`src/brtc_pkg.sv`:
```
`default_nettype none
// ----------------------------------------------------------------------------
// brtc_pkg: shared types, constants and calendar tables
// Request and mode codes, port addresses, command nibbles and the small
// month tables used by the calendar sequencer.
// ----------------------------------------------------------------------------
package brtc_pkg;

  localparam int unsigned DigitCount = 13;

  localparam logic [15:0] PortRead  = 16'h2800;
  localparam logic [15:0] PortWrite = 16'h2801;

  localparam logic [3:0] CmdRead    = 4'hD;
  localparam logic [3:0] CmdCommand = 4'hE;
  localparam logic [3:0] CmdNop     = 4'hF;
  localparam logic [3:0] CmdOpen    = 4'h0;
  localparam logic [3:0] CmdClear   = 4'h4;

  localparam logic [7:0] FrameByte = 8'h0F;

  localparam logic signed [4:0] PtrIdle   = -5'sd1;
  localparam logic signed [4:0] PtrLast   = 5'sd11;
  localparam logic signed [4:0] PtrFull   = 5'sd12;
  localparam logic signed [4:0] PtrDone   = 5'sd13;

  localparam logic [11:0] YearBase    = 12'd1000;
  localparam logic [11:0] YearMin     = 12'd1900;
  // 1900 plus the leap years before 1900 (460)
  localparam logic [11:0] WdayOffset  = 12'd2360;

  typedef enum logic [1:0] {
    REQ_READ  = 2'd0,
    REQ_WRITE = 2'd1,
    REQ_TICK  = 2'd2,
    REQ_NONE  = 2'd3
  } req_t;

  typedef enum logic [1:0] {
    MODE_READ    = 2'd0,
    MODE_COMMAND = 2'd1,
    MODE_WRITE   = 2'd2,
    MODE_READY   = 2'd3
  } mode_t;

  typedef enum logic [1:0] {
    DIV_10  = 2'd0,
    DIV_100 = 2'd1,
    DIV_7   = 2'd2
  } div_t;

  // month length; months 0 and 13..15 count as 31 days
  function automatic logic [4:0] month_days(input logic [3:0] mon, input logic leap);
    logic [4:0] d;
    unique case (mon)
      4'd2:                    d = leap ? 5'd29 : 5'd28;
      4'd4, 4'd6, 4'd9, 4'd11: d = 5'd30;
      default:                 d = 5'd31;
    endcase
    return d;
  endfunction

  // days before the first of a month 1..12 in a common year
  function automatic logic [8:0] cum_days(input logic [3:0] mon);
    logic [8:0] d;
    unique case (mon)
      4'd2:    d = 9'd31;
      4'd3:    d = 9'd59;
      4'd4:    d = 9'd90;
      4'd5:    d = 9'd120;
      4'd6:    d = 9'd151;
      4'd7:    d = 9'd181;
      4'd8:    d = 9'd212;
      4'd9:    d = 9'd243;
      4'd10:   d = 9'd273;
      4'd11:   d = 9'd304;
      4'd12:   d = 9'd334;
      default: d = 9'd0;
    endcase
    return d;
  endfunction

  // remainder by 7 for values up to 20
  function automatic logic [2:0] mod7_small(input logic [4:0] v);
    logic [4:0] r;
    if (v >= 5'd14) begin
      r = v - 5'd14;
    end else if (v >= 5'd7) begin
      r = v - 5'd7;
    end else begin
      r = v;
    end
    return r[2:0];
  endfunction

  // units plus ten times tens
  function automatic logic [7:0] dec2(input logic [3:0] lo, input logic [3:0] hi);
    return {4'd0, lo} + {1'b0, hi, 3'd0} + {3'd0, hi, 1'b0};
  endfunction

endpackage
`default_nettype wire

```
`src/bcd_rtc_calendar_port.sv`:
```
`default_nettype none
// ----------------------------------------------------------------------------
// bcd_rtc_calendar_port: BCD real-time clock and calendar bus port
// Thirteen-digit BCD calendar behind a read port and a nibble command port,
// advanced by one-second ticks, with weekday recomputed after a date write.
// ----------------------------------------------------------------------------
// One beat is taken at a time and every beat returns one result beat. A bus
// read or write goes from idle to the output state, where its result is
// loaded into the output register once the result side is free. A write that
// completes the twelfth digit also runs the weekday sequence: the leap test and
// the weekday remainder each make one pass through the divide-by-constant
// unit, with the weekday sum states W_SUM1 to W_SUM3 in between. On a tick,
// the carry sequencer steps one calendar field per cycle, and the same shared
// divide-by-constant unit (one multiplier) then turns six values back into
// digits, one value per cycle.
// in_stall stays high until the result has been loaded into the output
// register.
module bcd_rtc_calendar_port
  import brtc_pkg::*;
(
  input  wire logic        clk,
  input  wire logic        rst_n,
  input  wire logic        in_valid,
  output logic             in_stall,
  input  wire logic [1:0]  in_req_type,
  input  wire logic [15:0] in_bus_address,
  input  wire logic [7:0]  in_write_data,
  input  wire logic [7:0]  in_open_bus,
  output logic             out_valid,
  input  wire logic        out_stall,
  output logic [7:0]       out_read_data
);

  typedef enum logic [4:0] {
    S_IDLE,
    S_OUT,
    T_DEC,
    T_LEAP,
    T_SEC,
    T_MIN,
    T_HOUR,
    T_DAY,
    T_MON,
    C_SEC,
    C_MIN,
    C_HOUR,
    C_DAY,
    C_YR0,
    C_YR1,
    W_DEC,
    W_LEAP,
    W_SUM1,
    W_SUM2,
    W_SUM3,
    W_MOD
  } st_t;

  st_t               st_r, st_nxt;
  mode_t             mode_r, mode_nxt;
  logic signed [4:0] ptr_r, ptr_nxt;
  logic [3:0]        dig_r [DigitCount];
  logic [3:0]        dig_nxt [DigitCount];
  logic              out_valid_r, out_valid_nxt;
  logic [7:0]        out_read_data_r, out_read_data_nxt;
  logic [7:0]        res_r, res_nxt;

  logic [7:0]        sec_r, sec_nxt;
  logic [7:0]        min_r, min_nxt;
  logic [7:0]        hour_r, hour_nxt;
  logic [7:0]        day_r, day_nxt;
  logic [4:0]        mon_r, mon_nxt;
  logic [11:0]       yr_r, yr_nxt;
  logic [3:0]        wd_r, wd_nxt;
  logic              leap_r, leap_nxt;
  logic [4:0]        qm_r, qm_nxt;
  logic [11:0]       acc_r, acc_nxt;

  // shared divide-by-constant unit
  logic [11:0] unit_x;
  div_t        unit_sel;
  logic [15:0] unit_recip;
  logic [27:0] unit_prod;
  logic [11:0] unit_q;
  logic [11:0] unit_kq;
  logic [11:0] unit_diff;
  logic [6:0]  unit_r;

  logic        leap_calc;
  logic [4:0]  qm_calc;
  logic [3:0]  nib;
  logic [11:0] yr_dec;
  logic [7:0]  day_dec;
  logic [7:0]  day_inc;
  logic [11:0] yr_m1;

  assign in_stall      = (st_r != S_IDLE);
  assign out_valid     = out_valid_r;
  assign out_read_data = out_read_data_r;

  always_comb begin
    unit_x   = acc_r;
    unit_sel = DIV_10;
    unique case (st_r)
      T_LEAP, W_LEAP: begin
        unit_x   = yr_r;
        unit_sel = DIV_100;
      end
      W_MOD: begin
        unit_x   = acc_r;
        unit_sel = DIV_7;
      end
      C_SEC:  unit_x = {4'd0, sec_r};
      C_MIN:  unit_x = {4'd0, min_r};
      C_HOUR: unit_x = {4'd0, hour_r};
      C_DAY:  unit_x = {4'd0, day_r};
      C_YR0:  unit_x = yr_r - YearBase;
      default: begin
        unit_x   = acc_r;
        unit_sel = DIV_10;
      end
    endcase
  end

  always_comb begin
    unique case (unit_sel)
      DIV_100: unit_recip = 16'd5243;
      DIV_7:   unit_recip = 16'd9363;
      default: unit_recip = 16'd52429;
    endcase
    unit_prod = {16'd0, unit_x} * {12'd0, unit_recip};
    unique case (unit_sel)
      DIV_100: begin
        unit_q  = {3'd0, unit_prod[27:19]};
        unit_kq = (unit_q << 6) + (unit_q << 5) + (unit_q << 2);
      end
      DIV_7: begin
        unit_q  = unit_prod[27:16];
        unit_kq = (unit_q << 3) - unit_q;
      end
      default: begin
        unit_q  = {3'd0, unit_prod[27:19]};
        unit_kq = (unit_q << 3) + (unit_q << 1);
      end
    endcase
    unit_diff = unit_x - unit_kq;
    unit_r    = unit_diff[6:0];
  end

  // leap year and quotient of (year - 1) by 100
  assign leap_calc = (yr_r[1:0] == 2'd0) && ((unit_r != 7'd0) || (unit_q[1:0] == 2'd0));
  assign qm_calc   = (unit_r == 7'd0) ? (unit_q[4:0] - 5'd1) : unit_q[4:0];

  assign nib     = in_write_data[3:0];
  assign yr_dec  = {8'd0, dig_r[9]} + {5'd0, dig_r[10], 3'd0} + {7'd0, dig_r[10], 1'b0}
                 + {2'd0, dig_r[11], 6'd0} + {3'd0, dig_r[11], 5'd0}
                 + {6'd0, dig_r[11], 2'd0} + YearBase;
  assign day_dec = dec2(dig_r[6], dig_r[7]);
  assign day_inc = day_r + 8'd1;
  assign yr_m1   = yr_r - 12'd1;

  always_comb begin
    st_nxt            = st_r;
    mode_nxt          = mode_r;
    ptr_nxt           = ptr_r;
    dig_nxt           = dig_r;
    res_nxt           = res_r;
    out_valid_nxt     = out_valid_r && out_stall;
    out_read_data_nxt = out_read_data_r;
    sec_nxt           = sec_r;
    min_nxt           = min_r;
    hour_nxt          = hour_r;
    day_nxt           = day_r;
    mon_nxt           = mon_r;
    yr_nxt            = yr_r;
    wd_nxt            = wd_r;
    leap_nxt          = leap_r;
    qm_nxt            = qm_r;
    acc_nxt           = acc_r;

    unique case (st_r)
      S_IDLE: begin
        if (in_valid) begin
          res_nxt = 8'd0;
          st_nxt  = S_OUT;
          unique case (req_t'(in_req_type))
            REQ_READ: begin
              if (in_bus_address != PortRead) begin
                res_nxt = in_open_bus;
              end else if (mode_r != MODE_READ) begin
                res_nxt = 8'd0;
              end else if (ptr_r[4]) begin
                ptr_nxt = 5'sd0;
                res_nxt = FrameByte;
              end else if (ptr_r > PtrFull) begin
                ptr_nxt = PtrIdle;
                res_nxt = FrameByte;
              end else begin
                res_nxt = {4'd0, dig_r[ptr_r[3:0]]};
                ptr_nxt = ptr_r + 5'sd1;
              end
            end
            REQ_WRITE: begin
              if (in_bus_address == PortWrite) begin
                priority if (nib == CmdRead) begin
                  mode_nxt = MODE_READ;
                  ptr_nxt  = PtrIdle;
                end else if (nib == CmdCommand) begin
                  mode_nxt = MODE_COMMAND;
                end else if (nib == CmdNop) begin
                  mode_nxt = mode_r;
                end else if (mode_r == MODE_WRITE) begin
                  if (!ptr_r[4] && (ptr_r < PtrFull)) begin
                    dig_nxt[ptr_r[3:0]] = nib;
                    if (ptr_r == PtrLast) begin
                      ptr_nxt = PtrDone;
                      st_nxt  = W_DEC;
                    end else begin
                      ptr_nxt = ptr_r + 5'sd1;
                    end
                  end
                end else if (mode_r == MODE_COMMAND) begin
                  if (nib == CmdOpen) begin
                    mode_nxt = MODE_WRITE;
                    ptr_nxt  = 5'sd0;
                  end else if (nib == CmdClear) begin
                    mode_nxt = MODE_READY;
                    ptr_nxt  = PtrIdle;
                    dig_nxt  = '{default: 4'd0};
                  end else begin
                    mode_nxt = MODE_READY;
                  end
                end else begin
                  mode_nxt = mode_r;
                end
              end
            end
            REQ_TICK: st_nxt = T_DEC;
            REQ_NONE: st_nxt = S_OUT;
          endcase
        end
      end

      S_OUT: begin
        if (!out_valid_r || !out_stall) begin
          out_valid_nxt     = 1'b1;
          out_read_data_nxt = res_r;
          st_nxt            = S_IDLE;
        end
      end

      // one-second tick
      T_DEC: begin
        sec_nxt  = dec2(dig_r[0], dig_r[1]) + 8'd1;
        min_nxt  = dec2(dig_r[2], dig_r[3]);
        hour_nxt = dec2(dig_r[4], dig_r[5]);
        day_nxt  = day_dec;
        mon_nxt  = {1'b0, dig_r[8]};
        yr_nxt   = yr_dec;
        wd_nxt   = dig_r[12];
        st_nxt   = T_LEAP;
      end
      T_LEAP: begin
        leap_nxt = leap_calc;
        st_nxt   = T_SEC;
      end
      T_SEC: begin
        if (sec_r >= 8'd60) begin
          sec_nxt = sec_r - 8'd60;
          st_nxt  = T_MIN;
        end else begin
          st_nxt = C_SEC;
        end
      end
      T_MIN: begin
        if (min_r < 8'd59) begin
          min_nxt = min_r + 8'd1;
          st_nxt  = T_SEC;
        end else begin
          min_nxt = 8'd0;
          st_nxt  = T_HOUR;
        end
      end
      T_HOUR: begin
        if (hour_r < 8'd23) begin
          hour_nxt = hour_r + 8'd1;
          st_nxt   = T_SEC;
        end else begin
          hour_nxt = 8'd0;
          st_nxt   = T_DAY;
        end
      end
      T_DAY: begin
        wd_nxt = {1'b0, mod7_small({1'b0, wd_r} + 5'd1)};
        if (day_inc <= {3'd0, month_days(mon_r[3:0], leap_r)}) begin
          day_nxt = day_inc;
          st_nxt  = T_SEC;
        end else begin
          day_nxt = 8'd1;
          st_nxt  = T_MON;
        end
      end
      T_MON: begin
        if (mon_r < 5'd12) begin
          mon_nxt = mon_r + 5'd1;
        end else begin
          mon_nxt = 5'd1;
          yr_nxt  = yr_r + 12'd1;
        end
        st_nxt = T_SEC;
      end

      // back to digits
      C_SEC: begin
        dig_nxt[0] = unit_r[3:0];
        dig_nxt[1] = unit_q[3:0];
        st_nxt     = C_MIN;
      end
      C_MIN: begin
        dig_nxt[2] = unit_r[3:0];
        dig_nxt[3] = unit_q[3:0];
        st_nxt     = C_HOUR;
      end
      C_HOUR: begin
        dig_nxt[4] = unit_r[3:0];
        dig_nxt[5] = unit_q[3:0];
        st_nxt     = C_DAY;
      end
      C_DAY: begin
        dig_nxt[6]  = unit_r[3:0];
        dig_nxt[7]  = unit_q[3:0];
        dig_nxt[8]  = mon_r[3:0];
        dig_nxt[12] = {1'b0, mod7_small({1'b0, wd_r})};
        st_nxt      = C_YR0;
      end
      C_YR0: begin
        dig_nxt[9] = unit_r[3:0];
        acc_nxt    = unit_q;
        st_nxt     = C_YR1;
      end
      C_YR1: begin
        dig_nxt[10] = unit_r[3:0];
        dig_nxt[11] = unit_q[3:0];
        st_nxt      = S_OUT;
      end

      // weekday after a full date write
      W_DEC: begin
        yr_nxt = (yr_dec < YearMin) ? YearMin : yr_dec;
        if (dig_r[8] == 4'd0) begin
          mon_nxt = 5'd1;
        end else if (dig_r[8] > 4'd12) begin
          mon_nxt = 5'd12;
        end else begin
          mon_nxt = {1'b0, dig_r[8]};
        end
        if (day_dec == 8'd0) begin
          day_nxt = 8'd1;
        end else if (day_dec > 8'd31) begin
          day_nxt = 8'd31;
        end else begin
          day_nxt = day_dec;
        end
        st_nxt = W_LEAP;
      end
      W_LEAP: begin
        leap_nxt = leap_calc;
        qm_nxt   = qm_calc;
        st_nxt   = W_SUM1;
      end
      W_SUM1: begin
        acc_nxt = yr_r + {2'd0, yr_m1[11:2]} - WdayOffset;
        st_nxt  = W_SUM2;
      end
      W_SUM2: begin
        acc_nxt = acc_r + {9'd0, qm_r[4:2]} - {7'd0, qm_r};
        st_nxt  = W_SUM3;
      end
      W_SUM3: begin
        acc_nxt = acc_r + {3'd0, cum_days(mon_r[3:0])}
                + {11'd0, (leap_r && (mon_r > 5'd2))} + {4'd0, day_r};
        st_nxt  = W_MOD;
      end
      W_MOD: begin
        dig_nxt[12] = unit_r[3:0];
        st_nxt      = S_OUT;
      end

      default: st_nxt = S_IDLE;
    endcase
  end

  always_ff @(posedge clk) begin
    if (!rst_n) begin
      st_r            <= S_IDLE;
      mode_r          <= MODE_READ;
      ptr_r           <= PtrIdle;
      dig_r           <= '{default: 4'd0};
      out_valid_r     <= 1'b0;
      out_read_data_r <= 8'd0;
    end else begin
      st_r            <= st_nxt;
      mode_r          <= mode_nxt;
      ptr_r           <= ptr_nxt;
      dig_r           <= dig_nxt;
      out_valid_r     <= out_valid_nxt;
      out_read_data_r <= out_read_data_nxt;
    end
  end

  always_ff @(posedge clk) begin
    res_r  <= res_nxt;
    sec_r  <= sec_nxt;
    min_r  <= min_nxt;
    hour_r <= hour_nxt;
    day_r  <= day_nxt;
    mon_r  <= mon_nxt;
    yr_r   <= yr_nxt;
    wd_r   <= wd_nxt;
    leap_r <= leap_nxt;
    qm_r   <= qm_nxt;
    acc_r  <= acc_nxt;
  end

endmodule
`default_nettype wire

```
`config.mk`:
```
export PLATFORM = sky130hd
export DESIGN_NAME = bcd_rtc_calendar_port
export DESIGN_NICKNAME = d
export VERILOG_FILES = /design/src/brtc_pkg.sv /design/src/bcd_rtc_calendar_port.sv
export SDC_FILE = /design/constraint.sdc
export NUM_CORES = 1
export LEC_CHECK = 0
export BUFFER_PORTS_ARGS = -buffer_cell sky130_fd_sc_hd__clkbuf_2
export CAP_MARGIN = 20
export CORE_MARGIN = 3
export CORE_UTILIZATION = 45
export CTS_BUF_LIST = sky130_fd_sc_hd__clkbuf_16
export DETAILED_ROUTE_END_ITERATION = 12
export SYNTH_ARGS = -nofsm -noshare
export SYNTH_HDL_FRONTEND = slang
export SYNTH_SLANG_ARGS = --single-unit
```
`constraint.sdc`:
```
create_clock -name clk -period 22.8 [get_ports clk]
set_clock_uncertainty 0.15 [all_clocks]
set_input_delay 2.28 -clock clk [delete_from_list [all_inputs] [get_ports clk]]
set_output_delay 2.28 -clock clk [all_outputs]
set_load 0.01 [all_outputs]
```
Word-level counts from Yosys, hierarchy flattened. Memories as Yosys holds them, arrays and structs flattened. A register that Yosys moved wholly into a read port is not among the register bits. Index checks and enable logic that the tools add are counted.

Input port bits: 38. Memories kept: 1. ROM bits: 144. Output and inout bits: 10. Logic and storage cells: 307. Flip-flop bits (word level): 152.

Add/subtract/negate cells: 42. $mul: 1. Multiplexer cells: 100. Bitwise operators: 1. Reduce and logical (&&, ||, !) cells: 55. $lt $le $gt $ge: 17. Equal/unequal tests: 61.

Memory list: (no name shown) (depth 16, width 9, rd ports 1, clocked after memory_dff 1, write ports 0, RTL line brtc_pkg.sv:66) `unique case (mon)`.

Operator list (number): $mux W52 (11); $pmux W8 S2 (7); $mux W5 (19); $pmux W5 S19 (1); $reduce_and A11 Y1 (8); $mux W4 (18); $pmux W12 S6 (1); $mux W8 (7); $bwmux W52 (1); $pmux W12 S4 (1); $add A4 B7 Y8 (5); $eq A5 B4 Y1 const B (8); $mux W12 (3); $pmux W12 S3 (1); $add A8 B1 Y8 const B (4); $add A8 B5 Y8 (4); $pmux W16 S2 (1); $eq A5 B5 Y1 const B (6); $mul A12 B16 Y28 (1); $ne A3 B3 Y1 const B (8); $pmux W12 S2 (1); $pmux W4 S2 (3); $pmux W8 S3 (1); $reduce_bool A2 Y1 (12); 82 further kinds (145).

Logic depth before layout (Yosys ltp).
Depth in word-level cells: 15. Mapped depth: 48.

Worst setup path before layout. OpenSTA, ideal clock, no wires.

Path type: reg2reg. Start: reg st_r[1]. End: reg qm_r[3] (data pin). Data required time: 22382 ps. Slack: 13003 ps. Period minus slack after synthesis: 9797 ps. Library setup time: 268 ps. Cell stages (with the launch flop): 39. Arrival time: 9379 ps. Path through: dfxtp_1 > buf_2 > clkbuf_1 > or2_2 > nor2_1 > nand3_1 > ha_1 > clkbuf_1 > inv_1 > clkbuf_1 > and2_1 > fa_1 > fa_1 > fa_1 > fa_1 > inv_1 > fa_1 > inv_1 > (+3 left out) > a221o_1 > a21oi_1 > a21oi_2 > or3_1 > and2_1 > buf_2 > ha_1 > fa_1 > xnor2_1 > a21o_1 > ha_1 > xor2_1 > nand4_1 > nor2_1 > and2_1 > a32o_2 > o2111a_1 > xnor2_1.

Longest elaborated chain between the ends: 12. Elaborated cells on any way between the ends: 25. Those cells by class: 6 x add/sub; 1 x mul; 10 x eq/ne; 6 x mux; 2 x reduce/logical.

Ends and longest elaborated chain: start: declaration (RTL line bcd_rtc_calendar_port.sv:58) `st_t st_r, st_nxt;`; start signal: assignment (RTL line bcd_rtc_calendar_port.sv:401) `st_r <= st_nxt;`; $eq A5 B5 Y1 or $eq A5 B2 Y1 (tied branches) (RTL line bcd_rtc_calendar_port.sv:103) `unique case (st_r)`; $reduce_or A2 Y1 (no line); $pmux W2 S2 (RTL line bcd_rtc_calendar_port.sv:103); $eq A2 B2 Y1 or $eq A2 B1 Y1 (tied branches) (RTL line bcd_rtc_calendar_port.sv:125, bcd_rtc_calendar_port.sv:131); $pmux W16 S2 (RTL line bcd_rtc_calendar_port.sv:125) `unique case (unit_sel)`; $mul A12 B16 Y28 (RTL line bcd_rtc_calendar_port.sv:130) `unit_prod = {16'd0, unit_x} * {12'd0, unit_recip};`; $add A7 B7 Y7 (2 in a row) (RTL line bcd_rtc_calendar_port.sv:134) `unit_kq = (unit_q << 6) + (unit_q << 5) + (unit_q << 2);`; $pmux W7 S2 (RTL line bcd_rtc_calendar_port.sv:131) `unique case (unit_sel)`; $sub A7 B7 Y7 (RTL line bcd_rtc_calendar_port.sv:145) `unit_diff = unit_x - unit_kq;`; $logic_not A7 Y1 (RTL line bcd_rtc_calendar_port.sv:151) `assign qm_calc = (unit_r == 7'd0) ? (unit_q[4:0] - 5'd1) : unit_q[4:0];`; $mux W5 * (RTL line bcd_rtc_calendar_port.sv:151); net qm_calc[3] (RTL line bcd_rtc_calendar_port.sv:89) `logic [4:0] qm_calc;`; end signal: assignment (RTL line bcd_rtc_calendar_port.sv:420) `qm_r <= qm_nxt;`; end: declaration (RTL line bcd_rtc_calendar_port.sv:75) `logic [4:0] qm_r, qm_nxt;`.

The timed path passes the listed nets; every way through them passes the cells marked *. A chain may end at the register's enable or synchronous reset.

Final worst setup path.
Start: reg st_r[2]. End: reg qm_r[4] (data pin).

The elaborated chain is that of the path after synthesis.

==> out/results.ini <==
[outcome]
outcome = finished, final reports clean

[floorplan]
placementRows = 75
io_pins = 48
die-area_mm2 = 0.0460
initial_core_util_pct = 46.1
dieWidth_um = 214
core_area_mm2 = 0.0424
die_y_um = 214

[power_and_ir_drop]
total_power_mw = 2.05
ir_worst_vdd_v = 0.000138
power_leakage_nw = 9.74
p_per_area_mw_per_mm2 = 98.3

[clock_tree]
cts_buffers = 17
clkTransAtPathRegs_ns = 0.07
cts.htree.levels = 4
clk_path_buf_depth = 2
cts_tree = done
post_cts_resized = 0
cts_root_buffer = clkbuf_16
postCtsHoldBufs = 0
clkLatencyLatePin_ns = 0.45
numClockSinks = 161
cts_setup_buffers = 0

[setup_path]
end_kind = flip-flop
worstSetupStartpointType = flip-flop
path_max_fanout = 23
slowest_stage = dfxtp_1
critPathKind = reg -> reg
slowest_delay_ns = 0.87
crit_required_ns = 22.83
r2r_slack_ns = 10.73
arrival_ns = 12.10
crit_top_cell = fa_1

[logic_synthesis]
avgSynthCellArea_um2 = 8.73
synthTopCellsByCount = inv_1 (300), ha_1 (238), nand2_1 (185), nor2_1 (156), fa_1 (139)
ys_types = 97
synthArstFlopShare_pct = 0
netlist_top_cells_area = ha_1 (15%), fa_1 (14%), edfxtp_1 (12%), dfxtp_1 (8.4%), inv_1 (5.8%)
yosysMostFrequentCell = inv_1
ys_seq_elements = 161
synthFlopType = dfxtp_1
postSynthCellCount = 2238
synth_nets = 2653
ys_seq_area_share_pct = 20.5
netlist_area_mm2 = 0.0195
synth_top_area_share_pct = 15.2
yosys_warnings = 0
synth_top_cell_by_area = ha_1
synth-edff-count = 79

[timing]
tns_ns = 0
fmax_mhz = 82.9
rsz0062_at_grt = false
final_max_slew_viol_count = 0
hold_viol_final = 0
timing.hold.ws_ns = 0.359
timing.final.crit_share_pct = 52.9
maxSlewHeadroom_pct = 24.2
period_needed_ns = 12.07
tightest_slew_ns = 1.11
setup_viol = 0

[route]
drc = 0
num_vias = 16398
dr.pass1.iters = 6
drt_iter0_markers = 1433
drt.antenna.violating_nets = 0
wl_per_cell_um = 20.0
wirelength_um = 56500
via_per_inst = 5.81

[global_routing]
grt_pass1_vias = 16342
grt_antenna_before_repair = 0
grt.overflow.total = 0
grt_pass1_wl_um = 91100
grt_max_degree = 54
grt_usage_pct = 24.6

[worst_hold_path]
min_path_type = reg -> reg

[place]
routabilityCongestion = 0.915
port_buffers = 43
hpwl_um = 45300

[cells_and_area]
drive_above_1_share_pct = 6.29
nNetsFinal = 2645
area_delta_synth_final_pct = 6.66

[flow_run]
maxCapViolations = 0

-- per-layer routing --
metal | up-vias | GRT usage [%] | part of all wire [%]
met3 | 62 | 4.15 | 7.7
li1 | 7795 | - | -
met4 | 0 | 4.68 | 1.5
met5 | - | 0 | 0
met1 | 7896 | 35.4 | 45
met2 | 645 | 39.5 | 45
-- where the power goes --
part           internal, mW  switching (mW)  total [mW]
logic                 0.568           0.842        1.41
registers             0.335          0.0195       0.354
clock network         0.152           0.133       0.285
-- through the flow --
| stage | std cells | worst slack (ns) | util, % | cell area (um2) |
|---|---|---|---|---|
| 6_report | 2821 | 10.73 | 49.2 | 20900 |
| 4_1_cts | 2819 | 10.86 | 49.1 | 20800 |
| 2_1_floorplan | 2238 | 13.00 | - | 19500 |
| 5_1_grt | 2820 | 10.17 | 49.2 | 20800 |
| 3_5_place_dp | 2787 | 10.92 | 47.8 | 20300 |
| 3_3_place_gp | 2785 | 10.65 | 47.8 | 20300 |
-- critical path: cells and delay by family, from the launching register on --
kind | cells | cell delay (ns)
xor+xnor | 2 | 1.06
compound gates | 11 | 2.39
buf+inv | 3 | 0.15
simple gates | 12 | 3.90
flops | 1 | 0.87
fa+ha+maj | 7 | 3.28
-- cell usage in the layout, fill, tap and decap left out, types with 31 or more instances in the layout --
master	count
o21ai_0	89
clkbuf_2	43
o211a_1	37
nor2_1	156
nor3_1	43
and2_1	37
inv_1	301
nand3_1	54
dfxtp_1	82
a21oi_1	132
nor2b_1	31
xnor2_1	90
fa_1	139
xor2_1	34
nand2_1	185
o211ai_1	37
a21o_1	31
ha_1	238
edfxtp_1	79
-- final timing paths --
| check | end | cells after the start | from |
|---|---|---|---|
| max | qm_r[4] | 35 | st_r[2] |
| min | out_read_data[6] | 2 | res_r[6] |
| min reg2reg | out_read_data[6] | 2 | res_r[6] |
| max reg2reg | qm_r[4] | 35 | st_r[2] |
-- cell families after synthesis --
family | share of synthesized area (%)
fa+ha+maj | 29.5
mux | 2.99
other cells | 0.0192
simple gates | 14.6
flops | 20.5
compound gates | 18.6
xor+xnor | 6.01
buf+inv | 7.75
-- final cells by class --
type / instances / area, um2
antenna: 1 / 2.50
multi-input combinational: 1680 / 14000
tap: 577 / 722
inverter: 305 / 1150
timing repair buffer: 65 / 375
fill: 4081 / 21600
clock inverter: 15 / 134
sequential: 161 / 4010
clock buffer: 17 / 425
-- sequential cells by signal (all words and copies together) (netlist names), 8 cells and up, named ones only --
register / cells
acc_r: 12
yr_r: 12
res_r: 8
dig_r: 52
sec_r: 8
out_read_data: 8
min_r: 8
day_r: 8
hour_r: 8
Note: power is estimated with default switching activity, not from simulation.
